$ cat src/bam_pkg.sv
package bam_pkg;

   // configuration register indexes
   localparam int CSR_AW = 2;
   localparam logic [CSR_AW-1:0] REG_IMAGE_WIDTH  = 2'd0;
   localparam logic [CSR_AW-1:0] REG_IMAGE_HEIGHT = 2'd1;
   localparam logic [CSR_AW-1:0] REG_BLOCK_SIZE   = 2'd2;

   localparam int CSR_DW   = 13;
   localparam int DIM_W    = 13;
   localparam int BSIZE_W  = 7;
   localparam int PIXEL_W  = 8;
   localparam int INDEX_W  = 12;
   localparam int HEIGHT_MAX = 4096;

   localparam logic [DIM_W-1:0]   WIDTH_RESET  = 13'd640;
   localparam logic [DIM_W-1:0]   HEIGHT_RESET = 13'd480;
   localparam logic [BSIZE_W-1:0] BSIZE_RESET  = 7'd8;

   typedef struct packed {
      logic accept;     // take the pixel, read its column sum, step counters
      logic acc;        // add pixel into column sum and write it back
      logic div_start;  // block closed: start the mean division
      logic load_out;   // move the quotient into the result register
   } bam_cmd_type;

   typedef struct packed {
      logic blk_end;    // captured pixel closes a block
      logic div_done;
      logic out_free;   // result register empty or being drained
   } bam_stat_type;

endpackage

$ cat src/bam_ctrl.sv
module bam_ctrl (
   input  logic                  clock,
   input  logic                  reset,
   input  logic                  req_tvalid,
   output logic                  req_tready,
   input  bam_pkg::bam_stat_type stat,
   output bam_pkg::bam_cmd_type  cmd
);

   localparam logic [1:0] ST_IDLE = 2'd0;
   localparam logic [1:0] ST_READ = 2'd1;
   localparam logic [1:0] ST_DIV  = 2'd2;

   logic [1:0] state_ff, state_in;

   always_comb begin
      state_in   = state_ff;
      cmd        = '0;
      req_tready = 1'b0;
      case (state_ff)
         ST_IDLE: begin
            req_tready = 1'b1;
            if (req_tvalid) begin
               cmd.accept = 1'b1;
               state_in   = ST_READ;
            end
         end
         ST_READ: begin
            cmd.acc = 1'b1;
            if (stat.blk_end) begin
               cmd.div_start = 1'b1;
               state_in      = ST_DIV;
            end else begin
               state_in = ST_IDLE;
            end
         end
         ST_DIV: begin
            if (stat.div_done && stat.out_free) begin
               cmd.load_out = 1'b1;
               state_in     = ST_IDLE;
            end
         end
         default: begin
            state_in = ST_IDLE;
         end
      endcase
   end

   always_ff @(posedge clock) begin
      if (reset) begin
         state_ff <= ST_IDLE;
      end else begin
         state_ff <= state_in;
      end
   end

endmodule

$ cat config.mk
export PLATFORM = sky130hd
export DESIGN_NAME = bam_ctrl
export DESIGN_NICKNAME = d
export VERILOG_FILES = /design/src/bam_pkg.sv /design/src/bam_ctrl.sv
export SDC_FILE = /design/constraint.sdc
export NUM_CORES = 1
export LEC_CHECK = 0
export BUFFER_PORTS_ARGS = -buffer_cell sky130_fd_sc_hd__buf_2
export CORE_AREA = 2 2 39 41
export DETAILED_ROUTE_END_ITERATION = 10
export DIE_AREA = 0 0 41 43
export GPL_TIMING_DRIVEN = 0
export SETUP_SLACK_MARGIN = 0.02
export SYNTH_ARGS = -nofsm -noshare
export SYNTH_HDL_FRONTEND = slang
export SYNTH_SLANG_ARGS = --single-unit
$ cat constraint.sdc
create_clock -name clock -period 1.75 [get_ports clock]
set_input_delay 0.0875 -clock clock [delete_from_list [all_inputs] [get_ports clock]]
set_output_delay 0.0875 -clock clock [all_outputs]
set_load 0.01 [all_outputs]
==> results of run 1 <==
## logic make-up (layout without fill, tap and decap cells)
logic type / Yosys count / after routing / synth area share
AND/OR/NAND/NOR: 8 / 8 / 0.5122
AO/OA/AOI/OAI: 1 / 1 / 0.06101
flip-flops: 2 / 2 / 0.3903
buffers and inverters: 1 / 14 / 0.03655
## cells in the final DEF, fill, tap and decap left out
cell / Yosys / layout
a31oi_1: 1 / 1
and2_2: 1 / 1
and3b_1: 1 / 1
buf_2: 0 / 10
clkbuf_4: 0 / 3
dfxtp_1: 2 / 2
inv_1: 1 / 1
nand2_1: 1 / 1
nor2_1: 3 / 3
nor2b_4: 1 / 1
nor3b_1: 1 / 1
## layout make-up
type / instances / area, um^2
Clock buffer: 3 / 22.52
Sequential cell: 2 / 40.04
Tap cell: 16 / 20.02
Fill cell: 156 / 1189
Inverter: 1 / 3.754
Timing Repair Buffer: 10 / 50.05
Multi-Input combinational cell: 9 / 58.81
## worst paths after layout
kind / to / slack, ns / cells after the start
max: cmd[3] / 0.65 / 3
min: state_ff[0]$_SDFFE_PP0P_ / 0.07 / 2
max reg2reg: state_ff[1]$_SDFFE_PP0P_ / 0.86 / 3
min reg2reg: state_ff[1]$_SDFFE_PP0P_ / 0.58 / 2
## critical path, stage by stage (launching register included)
cell and delay, ns:
dfxtp_1 0.32, nor2_1 0.17, and2_2 0.18, buf_2 0.12
## power by group
part	switching (mW)	total (mW)	internal, mW
Sequential	0.00226	0.0507	0.0484
Combinational	0.0137	0.0286	0.0150
Clock	0.0246	0.100	0.0755
## synth_stat cells
cell | instances | area [um^2]
nor2_1 | 3 | 11.26
dfxtp_1 | 2 | 40.04
a31oi_1 | 1 | 6.260
and2_2 | 1 | 7.510
and3b_1 | 1 | 8.760
inv_1 | 1 | 3.750
nand2_1 | 1 | 3.750
nor2b_4 | 1 | 13.76
nor3b_1 | 1 | 7.510
## per-layer routing
layer	up-vias	GRT usage
li1	67	-
met1	51	0.05431
met2	15	0.05625
met3	0	0.04712
met4	0	0.08000
met5	-	0
## metrics by stage
stage	setup WS [ns]	total power, mW	area (um^2)
3_3_place_gp	0.8832	0.07898	172.7
6_report	0.6487	0.1795	195.2
3_5_place_dp	0.8769	0.07971	172.7
2_1_floorplan	0.8420	0.06523	102.6
5_1_grt	0.5650	0.1969	195.2
4_1_cts	0.6363	0.1881	195.2
==> impl_metrics.yaml, run 1 <==
run_status:
  status: "complete, no violations"
sta:
  worstMarginPinSlew_ns: 0.1771
  rsz0062_at_grt: "false"
  setup_tns_ns: 0
  finalCritPeriodShare: 0.6293
  maxSlewHeadroom: 0.8816
  drv_slew: 0
  setup_viol: 0
  finClkSkew_ns: 0.002848
  hold_viol: 0
  hold_ws_ns: 0.06681
  period_needed_ns: 1.101
  maxClockFrequency_mhz: 908.0
worst_setup_path:
  crit_start: "state_ff[0]$_SDFFE_PP0P_"
  crit_required_ns: 1.66
  worstPathArrival_ns: 1.01
  crit_type: "flop to output port"
  critPathMaxFanout: 4
  crit_path_end_kind: "output port"
  reg2reg_from: "state_ff[1]$_SDFFE_PP0P_"
  start_kind: "flop"
routing:
  finalWirelength_um: 329
  route.met3.wl_um: 70
  routed.top_layer: "met3"
  post_drt_wl_per_cell_um: 8.024
  via_per_inst: 3.244
  first_iter_violations: 4
  ant_nets: 0
  wl_met1_um: 150
  vias: 133
  drc: 0
  firstDrtPassIters: 4
  wl_met2_um: 107
cts:
  cts-root-buf: "clkbuf_4"
  h-tree-depth: 1
  ctsHoldBuffers: 0
  clock_latency_ns: 0.22
  cts_max_path_buffers: 2
  clk_pin_slew_ns: 0.03
  cts_sinks: 2
  cts_tree: "done"
  post_cts.repair.setup_buffers: 0
  cts_resized: 0
  cts_made_buffers: 3
cells_and_area:
  syn2layout_area_growth_pct: 90.24
  antenna_cells: 0
  final_layout_size_suffix_gt1_frac: 0.6000
  reg_top3: "state_ff: 2 flops"
  largest-register: "state_ff"
  layout.cells.non_filler: 41
  largest_reg_flops: 2
  nNetsFinal: 33
  postLayoutCoreUtil: 0.1410
logic_synthesis:
  synth_cell_types: 9
  synthCells: 12
  syn_nets: 18
  seq_area_frac_synth: 0.3902
  syn_area_um2: 102.6
  yosys_register_bits: 2
  ys_warn_count: 0
  syn_avg_cell_area_um2: 8.550
pwr:
  leakagePower_nw: 0.1003
  cellPowerDensity_mw_per_mm2: 919.4
  ir_worst_vdd_v: 0.0001110
placed_design:
  port_buffers: 10
  dpl.hpwl_um: 246.9
  gp_congestion: 0.5197
  placed_cells: 38
job:
  cap_violations: 0
floorplan:
  core-area_mm2: 0.001384
  die_w_um: 41
  dieArea_mm2: 0.001763
  row_count: 14
  initial_core_util: 0.07414
  die_height_um: 43
  io_pins: 11
global_route:
  grt_pass1_wl_um: 538
  overflow: 0
  grt_usage: 0.05611
  first_global_vias: 136
  antenna_found_initial: 0
  grt_max_degree: 6
hold_path:
  hold_class: "input pin to flop"
  hp-start: "reset"
(Power assumes the default switching activity.)
==> run 2: changes to the inputs <==
Clock period 1.75 ns to 0.95 ns, I/O delays scaled along.
==> impl_metrics.yaml, run 2 (synthesis gave the netlist of run 1 again) <==
run_status:
  status: "finished, violations left"
  failed_checks: "setup timing"
pwr:
  pwr-share-comb: 0.195
  power_frac_seq: 0.276
  cellPowerDensity_mw_per_mm2: 1531
  swShare: 0.2303
  power.internal_uw: 268.3
  leakagePower_nw: 0.1129
  clockPowerShare: 0.529
  p_switching_uw: 80.26
  ir_worst_vdd_v: 0.0002392
worst_setup_path:
  start_kind: "flop"
  reg2regPathDepth: 3
  worstSetupEndpoint: "cmd[3]"
  slowest_stage: "dfxtp_4"
  reg2reg_from: "state_ff[1]$_SDFFE_PP0P_"
  crit_path_end_kind: "output port"
  crit_start: "state_ff[0]$_SDFFE_PP0P_"
  worstPathArrival_ns: 0.93
  max_stage_delay_ns: 0.35
  crit_type: "flop to output port"
  crit_required_ns: 0.90
  crit_chain: "nor2_4, and2_4, buf_6"
  r2r_setup_slack_ns: 0.07
  rr_endpoint: "state_ff[1]$_SDFFE_PP0P_"
  critPathMaxFanout: 4
cts:
  cts-root-buf: "clkbuf_4"
  cts_max_path_buffers: 2
  cts_sinks: 2
  clock_latency_ns: 0.22
  ctsHoldBuffers: 0
  cts_made_buffers: 3
  clk_pin_slew_ns: 0.03
  h-tree-depth: 1
  cts_tree: "done"
global_route:
  grt_pass1_wl_um: 552
  grt_usage: 0.05812
  first_global_vias: 137
  overflow: 0
  grt_max_degree: 6
  antenna_found_initial: 0
routing:
  post_drt_wl_per_cell_um: 8.429
  wl_met2_um: 140
  route.met3.wl_um: 64
  via_per_inst: 3.214
  drc: 0
  vias: 135
  first_iter_violations: 4
  firstDrtPassIters: 3
  finalWirelength_um: 354
  wl_met1_um: 150
  ant_nets: 0
  routed.top_layer: "met3"
cells_and_area:
  nNetsFinal: 34
  fill_cells: 162
  layout.cells.non_filler: 42
  reg_top3: "state_ff: 2 flops"
  final_common_cell: "buf_2"
  most-common-layout-cells: "9 x buf_2, 3 x clkbuf_4, 2 x nor2_1"
  largest-register: "state_ff"
  antenna_cells: 0
  largest_reg_flops: 2
  syn2layout_area_growth_pct: 122.0
  final_layout_size_suffix_gt1_frac: 0.8077
  design_area_um2: 227.7
placed_design:
  placed_cells: 38
  port_buffers: 10
  place_ws_ns: 0.07689
  place_area_um2: 172.7
  gp_congestion: 0.5197
  dpl.hpwl_um: 246.9
sta:
  period_needed_ns: 0.9772
  finClkSkew_ns: 0.002958
  hold_ws_ns: 0.01851
  drv_slew: 0
  hold_viol: 0
  maxClockFrequency_mhz: 1023
  setup_viol: 3
  maxSlewHeadroom: 0.8985
  worstMarginPinSlew_ns: 0.1516
  rsz0062_at_grt: "true"
  finalCritPeriodShare: 1.029
  fin_ws_ns: -0.02721
hold_path:
  hold_class: "input pin to flop"
job:
  cap_violations: 0
floorplan:
  row_count: 14
  core-area_mm2: 0.001384
  die_height_um: 43
  io_pins: 11
  initial_core_util: 0.07414
  die_w_um: 41
  dieArea_mm2: 0.001763
[run 2: power groups by stage]
stage / Combinational [mW] / Clock, mW / Sequential (mW)
floorplan: 0.0267 / 0 / 0.0935
global placement: 0.0515 / 0 / 0.0940
detailed placement: 0.0525 / 0 / 0.0944
finish: 0.0681 / 0.184 / 0.0961
CTS: 0.0631 / 0.200 / 0.0960
global route: 0.0757 / 0.208 / 0.0970
[run 2: worst max-delay path: cells and delay by family (launching register included)]
| kind | cells | cell delay, ns |
|---|---|---|
| and+or+nand+nor | 2 | 0.27 |
| DFF | 1 | 0.35 |
| buffers and inverters | 1 | 0.09 |
[run 2: layout make-up]
cell class / count / area [um^2] / area share
inverter: 1 / 3.754 / 0.01648
clock buffer: 3 / 22.52 / 0.09890
tap: 16 / 20.02 / 0.08791
multi-input combinational: 9 / 72.57 / 0.3187
sequential: 2 / 45.04 / 0.1978
timing repair buffer: 11 / 63.81 / 0.2802
[run 2: layer usage]
layer | vias to the layer above | track usage
met5 | - | 0
li1 | 70 | -
met4 | 0 | 0.08000
met3 | 0 | 0.04712
met2 | 11 | 0.06250
met1 | 54 | 0.05431
[run 2: what timing repair did]
action,in CTS,in global routing
gates resized for setup,9,0
pin swaps,1,2
setup endpoints to repair,5,5
setup buffers,0,1
[run 2: worst min-delay path by stage]
stage	startpoint	to	slack, ns	cells after the start
2_1_floorplan	reset	state_ff[0]$_SDFFE_PP0P_	0.11	1
3_5_place_dp	reset	state_ff[0]$_SDFFE_PP0P_	0.25	2
4_1_cts	reset	state_ff[0]$_SDFFE_PP0P_	0.01	2
5_1_grt	reset	state_ff[0]$_SDFFE_PP0P_	0.02	2
3_3_place_gp	reset	state_ff[0]$_SDFFE_PP0P_	0.26	2
6_report	reset	state_ff[0]$_SDFFE_PP0P_	0.02	2
[run 2: stage by stage]
step	TNS, ns	total power, mW	util
final	-0.05512	0.3486	0.1646
after detailed placement	0	0.1468	0.1248
after global placement	0	0.1455	0.1248
after global routing	-0.2455	0.3812	0.1646
after floorplan	0	0.1202	-
after CTS	-0.06966	0.3592	0.1591
